<file path="config.mk">
export PLATFORM = sky130hd
export DESIGN_NAME = tpkt_cotp_deframer_core
export DESIGN_NICKNAME = d
export VERILOG_FILES = /design/src/hw/rtl/tcd_pkg.sv /design/src/hw/rtl/tcd_parser.sv /design/src/hw/rtl/tpkt_cotp_deframer_core.sv
export SDC_FILE = /design/constraint.sdc
export NUM_CORES = 1
export LEC_CHECK = 0
export BUFFER_PORTS_ARGS = -buffer_cell sky130_fd_sc_hd__buf_2
export CORE_UTILIZATION = 50
export DETAILED_ROUTE_END_ITERATION = 6
export PLACE_DENSITY = 0.73
export SYNTH_ARGS = -nofsm -noshare
export SYNTH_HDL_FRONTEND = slang
export SYNTH_SLANG_ARGS = --single-unit
</file>
<file path="constraint.sdc">
create_clock -name clk -period 7.5 [get_ports clk]
set_input_delay 0.75 -clock clk [delete_from_list [all_inputs] [get_ports clk]]
set_output_delay 0.75 -clock clk [all_outputs]
set_load 0.02 [all_outputs]
</file>
<file path="src/hw/rtl/tcd_pkg.sv">
package tcd_pkg;

  typedef enum logic [2:0] {
    PH_VER  = 3'd0,
    PH_RSV  = 3'd1,
    PH_LENH = 3'd2,
    PH_LENL = 3'd3,
    PH_LI   = 3'd4,
    PH_HDR  = 3'd5,
    PH_DATA = 3'd6,
    PH_SKIP = 3'd7
  } phase_t;

  localparam logic [1:0] KIND_HDR  = 2'd0;
  localparam logic [1:0] KIND_DATA = 2'd1;
  localparam logic [1:0] KIND_ERR  = 2'd2;

  localparam logic [2:0] ERR_NONE    = 3'd0;
  localparam logic [2:0] ERR_VERSION = 3'd1;
  localparam logic [2:0] ERR_TPKT_LEN = 3'd2;
  localparam logic [2:0] ERR_LI      = 3'd3;
  localparam logic [2:0] ERR_LI_TYPE = 3'd4;

  localparam logic [3:0] CODE_DT = 4'd15;
  localparam logic [3:0] CODE_CR = 4'd14;
  localparam logic [3:0] CODE_CC = 4'd13;

  localparam logic [7:0]  TPKT_VER_OCTET = 8'd3;
  localparam logic [16:0] TPKT_HDR_LEN   = 17'd4;
  localparam logic [7:0]  DT_MIN_LI      = 8'd2;
  localparam logic [7:0]  CONN_MIN_LI    = 8'd6;

  typedef struct packed {
    logic [1:0]  kind;
    logic [3:0]  tpdu_code;
    logic [15:0] dst_ref;
    logic [15:0] src_ref;
    logic        eot;
    logic [7:0]  out_byte;
    logic        last;
    logic [2:0]  error_code;
  } result_t;

endpackage

</file>
<file path="src/hw/rtl/tcd_parser.sv">
module tcd_parser (
  input  logic              clk,
  input  logic              rst_n,
  input  logic              step,
  input  logic [7:0]        byte_in,
  output logic              res_valid,
  output tcd_pkg::result_t  res
);

  tcd_pkg::phase_t phase_r, phase_nxt;
  logic [15:0] rem_r, rem_nxt;
  logic [7:0]  hlen_r, hlen_nxt;
  logic [7:0]  hidx_r, hidx_nxt;
  logic [3:0]  type_r, type_nxt;
  logic [15:0] dref_r, dref_nxt;
  logic [15:0] sref_r, sref_nxt;
  logic        eot_r, eot_nxt;

  logic [15:0] rem_dec;
  logic [16:0] total;
  logic [7:0]  idx_inc;
  logic        conn_t;
  logic        li_short;
  logic        hdr_done;

  // flags from the state update that steer the result
  logic        ev_err;
  logic [2:0]  ev_code;
  logic        ev_hdr;
  logic        ev_data;

  assign rem_dec = rem_r - 16'd1;
  assign total   = {1'b0, rem_r[15:8], byte_in};
  assign idx_inc = hidx_r + 8'd1;
  // only used on the type octet, whose high nibble is the code
  assign conn_t  = (byte_in[7:4] == tcd_pkg::CODE_CR) || (byte_in[7:4] == tcd_pkg::CODE_CC);
  assign li_short = (idx_inc == 8'd1) &&
                    (((byte_in[7:4] == tcd_pkg::CODE_DT) && (hlen_r < tcd_pkg::DT_MIN_LI)) ||
                     (conn_t && (hlen_r < tcd_pkg::CONN_MIN_LI)));
  assign hdr_done = (idx_inc == hlen_r);

  always_comb begin
    phase_nxt = phase_r;
    rem_nxt   = rem_r;
    hlen_nxt  = hlen_r;
    hidx_nxt  = hidx_r;
    type_nxt  = type_r;
    dref_nxt  = dref_r;
    sref_nxt  = sref_r;
    eot_nxt   = eot_r;
    ev_err    = 1'b0;
    ev_code   = tcd_pkg::ERR_NONE;
    ev_hdr    = 1'b0;
    ev_data   = 1'b0;
    unique case (phase_r)
      tcd_pkg::PH_VER: begin
        if (byte_in != tcd_pkg::TPKT_VER_OCTET) begin
          rem_nxt = '0;
          ev_err  = 1'b1;
          ev_code = tcd_pkg::ERR_VERSION;
        end else begin
          phase_nxt = tcd_pkg::PH_RSV;
        end
      end
      tcd_pkg::PH_RSV: phase_nxt = tcd_pkg::PH_LENH;
      tcd_pkg::PH_LENH: begin
        rem_nxt   = {byte_in, 8'd0};
        phase_nxt = tcd_pkg::PH_LENL;
      end
      tcd_pkg::PH_LENL: begin
        if (total < tcd_pkg::TPKT_HDR_LEN) begin
          rem_nxt   = '0;
          ev_err    = 1'b1;
          ev_code   = tcd_pkg::ERR_TPKT_LEN;
          phase_nxt = tcd_pkg::PH_VER;
        end else begin
          rem_nxt = 16'(total - tcd_pkg::TPKT_HDR_LEN);
          if (16'(total - tcd_pkg::TPKT_HDR_LEN) == 16'd0) begin
            ev_err    = 1'b1;
            ev_code   = tcd_pkg::ERR_LI;
            phase_nxt = tcd_pkg::PH_VER;
          end else begin
            phase_nxt = tcd_pkg::PH_LI;
          end
        end
      end
      tcd_pkg::PH_LI: begin
        rem_nxt  = rem_dec;
        hlen_nxt = byte_in;
        hidx_nxt = '0;
        type_nxt = '0;
        dref_nxt = '0;
        sref_nxt = '0;
        eot_nxt  = 1'b0;
        if ((byte_in == 8'd0) || ({8'd0, byte_in} > rem_dec)) begin
          ev_err    = 1'b1;
          ev_code   = tcd_pkg::ERR_LI;
          phase_nxt = (rem_dec == 16'd0) ? tcd_pkg::PH_VER : tcd_pkg::PH_SKIP;
        end else begin
          phase_nxt = tcd_pkg::PH_HDR;
        end
      end
      tcd_pkg::PH_HDR: begin
        rem_nxt  = rem_dec;
        hidx_nxt = idx_inc;
        if (idx_inc == 8'd1) begin
          type_nxt = byte_in[7:4];
        end else if (type_r == tcd_pkg::CODE_DT) begin
          if (idx_inc == 8'd2) eot_nxt = byte_in[7];
        end else if ((type_r == tcd_pkg::CODE_CR) || (type_r == tcd_pkg::CODE_CC)) begin
          case (idx_inc)
            8'd2:    dref_nxt = {byte_in, 8'd0};
            8'd3:    dref_nxt = {dref_r[15:8], byte_in};
            8'd4:    sref_nxt = {byte_in, 8'd0};
            8'd5:    sref_nxt = {sref_r[15:8], byte_in};
            default: ;
          endcase
        end
        if (li_short) begin
          ev_err    = 1'b1;
          ev_code   = tcd_pkg::ERR_LI_TYPE;
          phase_nxt = (rem_dec == 16'd0) ? tcd_pkg::PH_VER : tcd_pkg::PH_SKIP;
        end else if (hdr_done) begin
          ev_hdr = 1'b1;
          if (rem_dec == 16'd0) begin
            phase_nxt = tcd_pkg::PH_VER;
          end else if (type_nxt == tcd_pkg::CODE_DT) begin
            phase_nxt = tcd_pkg::PH_DATA;
          end else begin
            phase_nxt = tcd_pkg::PH_SKIP;
          end
        end
      end
      tcd_pkg::PH_DATA: begin
        rem_nxt = rem_dec;
        ev_data = 1'b1;
        if (rem_dec == 16'd0) phase_nxt = tcd_pkg::PH_VER;
      end
      tcd_pkg::PH_SKIP: begin
        if (rem_r != 16'd0) rem_nxt = rem_dec;
        if ((rem_r == 16'd0) || (rem_dec == 16'd0)) phase_nxt = tcd_pkg::PH_VER;
      end
    endcase
  end

  always_comb begin
    res       = '0;
    res_valid = ev_err || ev_hdr || ev_data;
    if (ev_err) begin
      res.kind       = tcd_pkg::KIND_ERR;
      res.tpdu_code  = (ev_code == tcd_pkg::ERR_LI_TYPE) ? type_nxt : 4'd0;
      res.last       = 1'b1;
      res.error_code = ev_code;
    end else if (ev_hdr) begin
      res.kind      = tcd_pkg::KIND_HDR;
      res.tpdu_code = type_nxt;
      res.dst_ref   = dref_nxt;
      res.src_ref   = sref_nxt;
      res.eot       = eot_nxt;
      res.last      = !((type_nxt == tcd_pkg::CODE_DT) && (rem_dec != 16'd0));
    end else if (ev_data) begin
      res.kind     = tcd_pkg::KIND_DATA;
      res.out_byte = byte_in;
      res.last     = (rem_dec == 16'd0);
    end
  end

  always_ff @(posedge clk) begin
    if (!rst_n) begin
      phase_r <= tcd_pkg::PH_VER;
      rem_r   <= '0;
      hlen_r  <= '0;
      hidx_r  <= '0;
      type_r  <= '0;
      dref_r  <= '0;
      sref_r  <= '0;
      eot_r   <= 1'b0;
    end else if (step) begin
      phase_r <= phase_nxt;
      rem_r   <= rem_nxt;
      hlen_r  <= hlen_nxt;
      hidx_r  <= hidx_nxt;
      type_r  <= type_nxt;
      dref_r  <= dref_nxt;
      sref_r  <= sref_nxt;
      eot_r   <= eot_nxt;
    end
  end

endmodule

</file>
<file path="src/hw/rtl/tpkt_cotp_deframer_core.sv">
// TPKT / COTP class 0 deframer.
// in_*  : one octet of the TPKT byte stream per item (in_tdata).
// out_* : header, payload byte or error items. out_tuser carries the kind
//         (0 COTP header, 1 DT payload byte, 2 frame error); out_tlast marks
//         the final item of a frame. Octets that produce no item (TPKT header,
//         extra COTP header octets, skipped frame tails) are consumed silently.
// Path: an accepted octet waits in one input register, passes the parser logic,
// and its item is held in one result register that drives out_*.
// Throughput: one octet per cycle while out_* is not stalled; the parser state update is a single
// decrement/compare per octet.
// Stall: while out_tvalid is high and out_tready low, one more octet is held
// in the input register, then in_tready drops until the result is taken.
// Reset (rst_n low, synchronous): both registers empty, parser waits for a
// version octet, frame length and decoded header fields cleared.
module tpkt_cotp_deframer_core (
  input  logic        clk,
  input  logic        rst_n,
  input  logic        in_tvalid,
  output logic        in_tready,
  input  logic [7:0]  in_tdata,   // [7:0] in_byte
  output logic        out_tvalid,
  input  logic        out_tready,
  output logic [47:0] out_tdata,  // [3:0] tpdu_code, [19:4] dst_ref, [35:20] src_ref,
                                  // [36] eot, [44:37] out_byte, [47:45] error_code
  output logic [1:0]  out_tuser,  // [1:0] kind
  output logic        out_tlast
);

  logic             in_v_r;
  logic [7:0]       in_byte_r;
  logic             out_v_r;
  tcd_pkg::result_t out_res_r;
  logic             step;
  logic             res_valid;
  tcd_pkg::result_t res;

  assign step      = in_v_r && (!out_v_r || out_tready);
  assign in_tready = !in_v_r || step;

  always_ff @(posedge clk) begin
    if (!rst_n) begin
      in_v_r <= 1'b0;
    end else if (in_tready) begin
      in_v_r <= in_tvalid;
    end
  end

  always_ff @(posedge clk) begin
    if (in_tready && in_tvalid) in_byte_r <= in_tdata;
  end

  tcd_parser u_parser (
    .clk       (clk),
    .rst_n     (rst_n),
    .step      (step),
    .byte_in   (in_byte_r),
    .res_valid (res_valid),
    .res       (res)
  );

  always_ff @(posedge clk) begin
    if (!rst_n) begin
      out_v_r <= 1'b0;
    end else if (step) begin
      out_v_r <= res_valid;
    end else if (out_tready) begin
      out_v_r <= 1'b0;
    end
  end

  always_ff @(posedge clk) begin
    if (step && res_valid) out_res_r <= res;
  end

  assign out_tvalid = out_v_r;
  assign out_tuser  = out_res_r.kind;
  assign out_tlast  = out_res_r.last;
  assign out_tdata  = {out_res_r.error_code, out_res_r.out_byte, out_res_r.eot,
                       out_res_r.src_ref, out_res_r.dst_ref, out_res_r.tpdu_code};

  a_err_last: assert property (@(posedge clk) disable iff (!rst_n)
    out_tvalid && (out_tuser == tcd_pkg::KIND_ERR) |-> out_tlast)
    else $error("error item without last");

  a_err_code: assert property (@(posedge clk) disable iff (!rst_n)
    out_tvalid |->
      ((out_tuser == tcd_pkg::KIND_ERR) == (out_tdata[47:45] != tcd_pkg::ERR_NONE)))
    else $error("error code does not match kind");

  a_stall_full: assert property (@(posedge clk) disable iff (!rst_n)
    !in_tready |-> in_v_r && out_v_r && !out_tready)
    else $error("input stalled with a free slot");

endmodule

</file>
==> impl_metrics.ini, run 1 <==
[status]
status = finished, final reports clean

[global_route]
antenna_found_initial = 0
grt_pass1_wl_microns = 31000
grt_pass1_vias = 6038
grt_overflow = 0
grt_util_all_layers_pct = 27.7
grt_max_degree = 56

[layout]
fillers = 1199
area_growth_pct = 13.9
drive_gt1_share_pct = 14.5
final_area_sq_um = 8150
diodes = 0
nets = 837

[routing]
drc = 0
met2_length_microns = 9110
drtIter0Drc = 675
drt-met1-wl_microns = 8300
met3_length_microns = 1360
vias = 6266
postRouteAntennaNets = 0
drt-total-wl_microns = 19600
firstDrtPassIters = 5
highest_layer = met4
wl_per_cell_microns = 19.5
routed_via_density = 6.25

[cts]
cts_tree = done
htree_levels = 4
cts_buffers = 17
clk_pin_slew_ns = 0.06
cts_sinks = 133
ctsLongestPathBuffers = 2
post_cts_buffers = 0
cts_root_buffer = clkbuf_16
clock_latency_ns = 0.43
cts_resized = 0
postCtsHoldBufs = 0

[synthesis]
synth_most_common_cell = nand2_1
syn-num-nets = 802
yosys-top-cells-area = edfxtp_1, dfxtp_1, nand2_1, o21ai_0, nor2_1
synth_cell_types = 73
synth_seq_cells = 133
synth_edf_count = 59
netlist.top_cell.by_area = edfxtp_1
seq_area_frac_synth_pct = 45.4
syn_avg_cell_area_sq_um = 9.24
syn_inst = 775
syn-cell-area_sq_um = 7160
ys_async_sr_fraction_pct = 0
netlist.area_leader.share_pct = 24.7
netlist_top_cells_count = nand2_1, dfxtp_1, nor2_1
yosysWarnings = 0
yosys_most_used_dff = dfxtp_1

[min_path]
min_to = u_parser.dref_r[5]
min-delay-start = u_parser.dref_r[5]
hold_path_depth = 2
min_path_type = reg2reg

[worst_setup_path]
rr_worst_depth = 8
reg2reg_to = out_tdata[45]
cp-start-kind = flip-flop
worstPathArrival_ns = 3.89
r2r_setup_slack_ns = 3.67
worstSetupEndpointType = flip-flop
worstPathRequired_ns = 7.56
cp_max_fo = 51
critPathKind = reg2reg
r2r_start = in_byte_r[5]

[die]
rows = 43
die_h_microns = 122
die_w_microns = 122
coreArea_sq_um = 13900
start_util_pct = 51.4
die_area_sq_um = 14800
ios = 65

[timing]
fin_tns_setup_ns = 0
setup_viol_count_final = 0
slew-limit-headroom_pct = 32.0
max_freq_mhz = 261
layout_setup_ws_ns = 3.67
tightest_slew_ns = 1.01
rsz0062_at_grt = false
period_minus_slack_ns = 3.83
finalCritPeriodShare_pct = 51.1
fin_skew_ns = 0.00775
drv_slew = 0
hold_violations = 0

[placed_design]
portBuffers = 64
dpl_cell_area_sq_um = 7530
pre_cts_ws_ns = 3.72
place_congestion = 0.944
hpwlAfterDp_microns = 13300

[pwr]
leakagePower_nw = 2.93
irDropWorstVdd_mv = 0.141
powerDensity_nw_per_um2 = 220

[job]
drv_cap = 0
[placed cells by master, fill, tap and decap left out, types with 5 or more instances in the layout]
cell type / Yosys / routed
a21boi_0: 11 / 11
a21boi_1: 5 / 5
a21oi_1: 21 / 21
a221oi_1: 6 / 6
a22o_1: 20 / 20
a22oi_1: 23 / 23
a31oi_1: 8 / 7
a32oi_1: 5 / 5
and2_1: 21 / 21
and3_1: 12 / 12
buf_2: 7 / 64
buf_4: 2 / 7
clkbuf_16: 0 / 17
dfxtp_1: 74 / 74
edfxtp_1: 59 / 59
ha_1: 15 / 15
inv_1: 20 / 20
inv_6: 0 / 6
mux2i_1: 5 / 5
nand2_1: 86 / 86
nand3_1: 18 / 18
nand3b_1: 5 / 5
nand4_1: 8 / 8
nor2_1: 65 / 65
nor2b_1: 14 / 14
nor3_1: 20 / 20
nor4_1: 7 / 7
o211a_1: 7 / 7
o21ai_0: 62 / 62
o2bb2ai_1: 16 / 16
or3_1: 7 / 7
xnor2_1: 19 / 19
xor2_1: 6 / 6
[through the flow]
stage	power [mW]	instances	utilization (%)	hold slack, ns
after floorplan	0.895	775	-	0.425
after global placement	0.936	971	54.1	0.436
after detailed placement	0.940	971	54.1	0.444
after CTS	1.80	1003	58.5	0.457
after global routing	1.85	1003	58.5	0.485
final	1.80	1003	58.5	0.454
[logic make-up (layout without fill, tap and decap cells)]
family | Yosys count | in the layout | synth area share (%)
simple gates | 294 | 294 | 21.2
compound gates | 227 | 227 | 22.4
flops | 133 | 133 | 45.4
buf+inv | 75 | 123 | 4.37
xor+xnor | 26 | 26 | 3.29
fa+ha+maj | 15 | 15 | 2.62
mux | 5 | 5 | 0.699
[power by group]
part	internal, mW	switching [mW]	total, mW
Clock	0.531	0.338	0.869
Sequential	0.773	0.0173	0.790
Combinational	0.0454	0.0908	0.136
Total	1.35	0.446	1.80
[area by class of cell]
| class | count | area (sq um) | share of cell area (%) |
|---|---|---|---|
| clock inverter | 15 | 191 | 2.35 |
| inverter | 20 | 75.1 | 0.921 |
| timing repair buffer | 71 | 373 | 4.57 |
| multi-input combinational | 567 | 3610 | 44.3 |
| tap | 180 | 225 | 2.76 |
| clock buffer | 17 | 425 | 5.22 |
| sequential | 133 | 3250 | 39.9 |
[how the worst max path moves through the flow]
stage                      startpoint             to  slack, ns  cells after the start
finish                   in_byte_r[5]  out_tdata[45]       3.67                      8
CTS                 u_parser.rem_r[0]  out_tdata[13]       3.71                     13
global route             in_byte_r[5]  out_tdata[10]       3.37                      8
detailed placement  u_parser.rem_r[0]  out_tdata[36]       3.72                     13
floorplan           u_parser.rem_r[0]   out_tdata[0]       2.27                     13
global placement    u_parser.rem_r[0]  out_tdata[11]       3.83                     13
[state kept, by name (all words and copies together), names as in the netlist]
register	count
u_parser.rem_r	16
out_tvalid	1
out_tlast	1
in_byte_r	8
u_parser.type_r	4
u_parser.sref_r	16
out_tdata	48
in_v_r	1
u_parser.phase_r	3
out_tuser	2
u_parser.eot_r	1
u_parser.hlen_r	8
u_parser.dref_r	16
u_parser.hidx_r	8
[layer usage]
layer  global-route usage (%)  vias up
met5                        0        -
met4                     16.0        0
met3                     5.90       65
met2                     44.1      295
met1                     34.6     2964
li1                         -     2942
[worst max-delay path, cell delays in order, from the launching register on]
cell      delay [ns]
edfxtp_1        0.76
nor4_2          0.78
nand2_1         0.28
xnor2_1         0.19
nor4_1          0.45
o21a_1          0.21
nor3_1          0.09
a31oi_4         0.14
buf_4           0.54
Note: power is estimated with default switching activity, not from simulation.
==> inputs of run 2 (changes only) <==
==> constraint.sdc (replaced) <==
create_clock -name clk -period 3.7 [get_ports clk]
set_input_delay 0.37 -clock clk [delete_from_list [all_inputs] [get_ports clk]]
set_output_delay 0.37 -clock clk [all_outputs]
set_load 0.02 [all_outputs]
==> impl_metrics.ini, run 2 (synthesis gave the netlist of run 1 again) <==
[die]
start_util_pct = 51.4
coreArea_sq_um = 13900
ios = 65
rows = 43
die_area_sq_um = 14800
die_w_microns = 122
die_h_microns = 122

[pwr]
powerDensity_nw_per_um2 = 430
irDropWorstVdd_mv = 0.305
leakagePower_nw = 3.01
p_total_mw = 3.56

[status]
status = finished, final reports clean

[cts]
cts_root_buffer = clkbuf_16
htree_levels = 4
cts_tree = done
clk_pin_slew_ns = 0.06
postCtsHoldBufs = 0
cts_resized = 0
post_cts_buffers = 0
cts_buffers = 17
ctsLongestPathBuffers = 2
clock_latency_ns = 0.43
cts_sinks = 133

[worst_setup_path]
crit_chain = inv_1 > ha_1 > or4b_1 > nor2_1 > xnor2_1 > a221o_1 > o32ai_1 > nor2_1 > nor3_1 > a31oi_4 > buf_12
worstPathArrival_ns = 3.60
cp-start-kind = flip-flop
slowest_stage = or4b_1
critPathMaxStageDelay_ns = 0.62
worstSetupEndpointType = flip-flop
worstPathRequired_ns = 3.86
cp_max_fo = 51
cpMostUsedCell = nor2_1
critPathKind = reg2reg

[routing]
drc = 0
postRouteAntennaNets = 0
firstDrtPassIters = 6
drtIter0Drc = 738
drt-total-wl_microns = 20000
routed_via_density = 6.28
wl_per_cell_microns = 19.5
vias = 6425

[global_route]
grt_pass1_vias = 6016
grt_max_degree = 52
grt_overflow = 0
grt_pass1_wl_microns = 31700
antenna_found_initial = 0
grt_util_all_layers_pct = 28.4

[min_path]
min_path_type = in2reg

[job]
drv_cap = 0

[layout]
drive_gt1_share_pct = 16.3
nets = 857
fin_util_pct = 59.4
largest_reg_flops = 48
final_area_sq_um = 8280
area_growth_pct = 15.6
diodes = 0
layout_common_cells = nand2_1, dfxtp_1, nor2_1
final_common_cell = nand2_1

[placed_design]
hpwlAfterDp_microns = 13700
dpl_cell_area_sq_um = 7700
portBuffers = 64
place_congestion = 0.910

[timing]
max_freq_mhz = 291
fin_tns_setup_ns = 0
tightest_slew_ns = 1.04
period_minus_slack_ns = 3.44
hold_violations = 0
finalCritPeriodShare_pct = 93.0
timing.hold.ws_ns = 0.115
drv_slew = 0
slew-limit-headroom_pct = 30.3
rsz0062_at_grt = false
setup_viol_count_final = 0
fin_skew_ns = 0.0115
## run 2: layout make-up
cell class	instances	area [sq um]
sequential	133	3250
clock buffer	18	429
clock inverter	14	153
tap	180	225
timing repair buffer	91	536
fill	1161	5660
multi-input combinational	567	3610
inverter	20	75.1
## run 2: where the power goes
group | leakage [nW] | total (mW) | switching, mW | internal [mW]
Clock | 0.281 | 1.67 | 0.676 | 0.998
Combinational | 1.60 | 0.305 | 0.203 | 0.102
Sequential | 1.13 | 1.58 | 0.0172 | 1.57
Total | 3.01 | 3.56 | 0.896 | 2.67
## run 2: worst max-delay path: cells and delay by family, from the launching register on
family / cells / cell delay [ns]
simple gates: 4 / 1.38
compound gates: 3 / 0.60
flops: 1 / 0.37
buf+inv: 2 / 0.36
fa+ha+maj: 1 / 0.33
xor+xnor: 1 / 0.08
## run 2: layer usage
| layer | vias up | routed length, microns | GRT usage, % |
|---|---|---|---|
| met4 | 0 | 861 | 15.8 |
| met1 | 2992 | 8390 | 36.1 |
| met5 | - | 0 | 0 |
| met3 | 78 | 1630 | 6.46 |
| li1 | 2983 | - | - |
| met2 | 372 | 9100 | 44.7 |
## run 2: worst paths after layout
check / cells after the start / startpoint / slack [ns] / to
worst max-delay path: 11 / u_parser.rem_r[0] / 0.26 / out_tdata[42]
worst min-delay path: 1 / in_tdata[2] / 0.11 / in_byte_r[2]
worst max register to register: 11 / u_parser.rem_r[0] / 0.26 / out_tdata[42]
worst min register to register: 2 / u_parser.dref_r[11] / 0.46 / u_parser.dref_r[11]
## run 2: stage by stage
stage          setup slack [ns]  std cells
5_1_grt                  0.0511       1023
4_1_cts                   0.310       1023
6_report                  0.260       1023
2_1_floorplan             0.140        775
3_3_place_gp              0.406        991
3_5_place_dp              0.326        991
==> inputs of run 3 (changes only) <==
--- a/config.mk
+++ b/config.mk
@@ -6,9 +6,9 @@
 export NUM_CORES = 1
 export LEC_CHECK = 0
 export BUFFER_PORTS_ARGS = -buffer_cell sky130_fd_sc_hd__buf_2
-export CORE_UTILIZATION = 50
+export CORE_UTILIZATION = 40
 export DETAILED_ROUTE_END_ITERATION = 6
-export PLACE_DENSITY = 0.73
+export PLACE_DENSITY = 0.61
 export SYNTH_ARGS = -nofsm -noshare
 export SYNTH_HDL_FRONTEND = slang
 export SYNTH_SLANG_ARGS = --single-unit
==> impl_metrics.ini, run 3 (synthesis gave the netlist of run 1 again) <==
[timing]
drv_slew = 0
fin_skew_ns = 0.0122
max_freq_mhz = 293
finalCritPeriodShare_pct = 92.2
rsz0062_at_grt = false
period_minus_slack_ns = 3.41
slew-limit-headroom_pct = 40.5
fin_tns_setup_ns = 0
setup_viol_count_final = 0
tightest_slew_ns = 0.886
timing.hold.ws_ns = 0.120
hold_violations = 0

[die]
die_w_microns = 136
die_h_microns = 136
rows = 48
coreArea_sq_um = 17400
ios = 65
start_util_pct = 41.1
die_area_sq_um = 18400

[placed_design]
portBuffers = 64
place_inst = 1040
place_congestion = 0.899
hpwlAfterDp_microns = 13900

[worst_setup_path]
crit_chain = inv_1 > ha_1 > or4b_1 > nor2_1 > xnor2_1 > a221o_1 > o32ai_1 > nor2_2 > nor3_1 > a31oi_4 > buf_12
critPathMaxStageDelay_ns = 0.59
critPathKind = reg2reg
worstPathArrival_ns = 3.57
cp_max_fo = 51
cp-start-kind = flip-flop
worstPathRequired_ns = 3.85
slowest_stage = or4b_1
worstSetupEndpointType = flip-flop

[global_route]
grt_overflow = 0
grt_util_all_layers_pct = 22.8
antenna_found_initial = 0
grt_pass1_wl_microns = 31800
grt_max_degree = 52
grt_pass1_vias = 5708

[routing]
vias = 6194
drtIter0Drc = 568
routed_via_density = 5.78
firstDrtPassIters = 6
postRouteAntennaNets = 0
drt-total-wl_microns = 20100
drc = 0
wl_per_cell_microns = 18.8

[pwr]
irDropWorstVdd_mv = 0.322
p_total_mw = 3.50
leakagePower_nw = 3.02
powerDensity_nw_per_um2 = 420

[cts]
cts_tree = done
cts_sinks = 133
cts_buffers = 17
htree_levels = 4
clock_latency_ns = 0.43
cts_root_buffer = clkbuf_16
ctsLongestPathBuffers = 2
post_cts_buffers = 0
clk_pin_slew_ns = 0.06

[layout]
largest_reg_flops = 48
drive_gt1_share_pct = 16.9
final_common_cell = nand2_1
nets = 861
finalNonFillerCells = 1072
fin_util_pct = 47.9
diodes = 0
layout_common_cells = nand2_1, dfxtp_1, nor2_1, buf_2, o21ai_0
area_growth_pct = 16.5

[job]
drv_cap = 0

[min_path]
min_path_type = in2reg

[status]
status = finished, final reports clean
==> run 3: metal layers <==
metal,up-vias,routed length [microns],share of wire (%),GRT usage (%)
met1,2906,9140,45,31.4
met3,45,1410,7.0,3.89
met2,256,9120,45,35.4
met5,-,0,0,0
met4,0,459,2.3,8.74
li1,2987,-,-,-
==> run 3: power breakdown <==
part,total (mW),internal (mW),leakage (nW),switching [mW]
Clock,1.61,0.928,0.275,0.681
Sequential,1.59,1.57,1.13,0.0205
Combinational,0.306,0.105,1.62,0.201
Total,3.50,2.60,3.02,0.902
==> run 3: critical path, delay by kind of cell, from the launching register on <==
kind | cells | cell delay, ns
XOR/XNOR | 1 | 0.09
buffers and inverters | 2 | 0.35
AND/OR/NAND/NOR | 4 | 1.33
adder cells (fa/ha/maj) | 1 | 0.34
flip-flops | 1 | 0.36
AO/OA/AOI/OAI | 3 | 0.63
==> run 3: path summary, 6_finish.rpt <==
| check | from | end | slack (ns) | cells after the start |
|---|---|---|---|---|
| worst max-delay path | u_parser.rem_r[0] | out_tdata[37] | 0.29 | 11 |
| worst min-delay path | in_tdata[2] | in_byte_r[2] | 0.12 | 1 |
| worst max register to register | u_parser.rem_r[0] | out_tdata[37] | 0.29 | 11 |
| worst min register to register | u_parser.dref_r[11] | u_parser.dref_r[11] | 0.45 | 2 |
==> run 3: cell type report <==
cell class / instances / area, sq um
clock buffers: 18 / 429
clock inverters: 14 / 128
fillers: 1674 / 9070
inverters: 20 / 75.1
multi-input cells: 567 / 3610
flip-flops and latches: 133 / 3250
well taps: 225 / 282
repair buffers: 95 / 566
==> run 3: stage by stage <==
stage,setup slack (ns),instance area [sq um]
global route,0.0292,8340
detailed placement,0.292,7780
finish,0.287,8340
floorplan,0.140,7170
global placement,0.363,7780
CTS,0.294,8340
==> run 3: timing repair <==
| item | 4_1_cts | 5_1_grt |
|---|---|---|
| hold buffers | 0 | 0 |
| endpoints found under the setup margin | 0 | 51 |
| resized for setup | 0 | 1 |
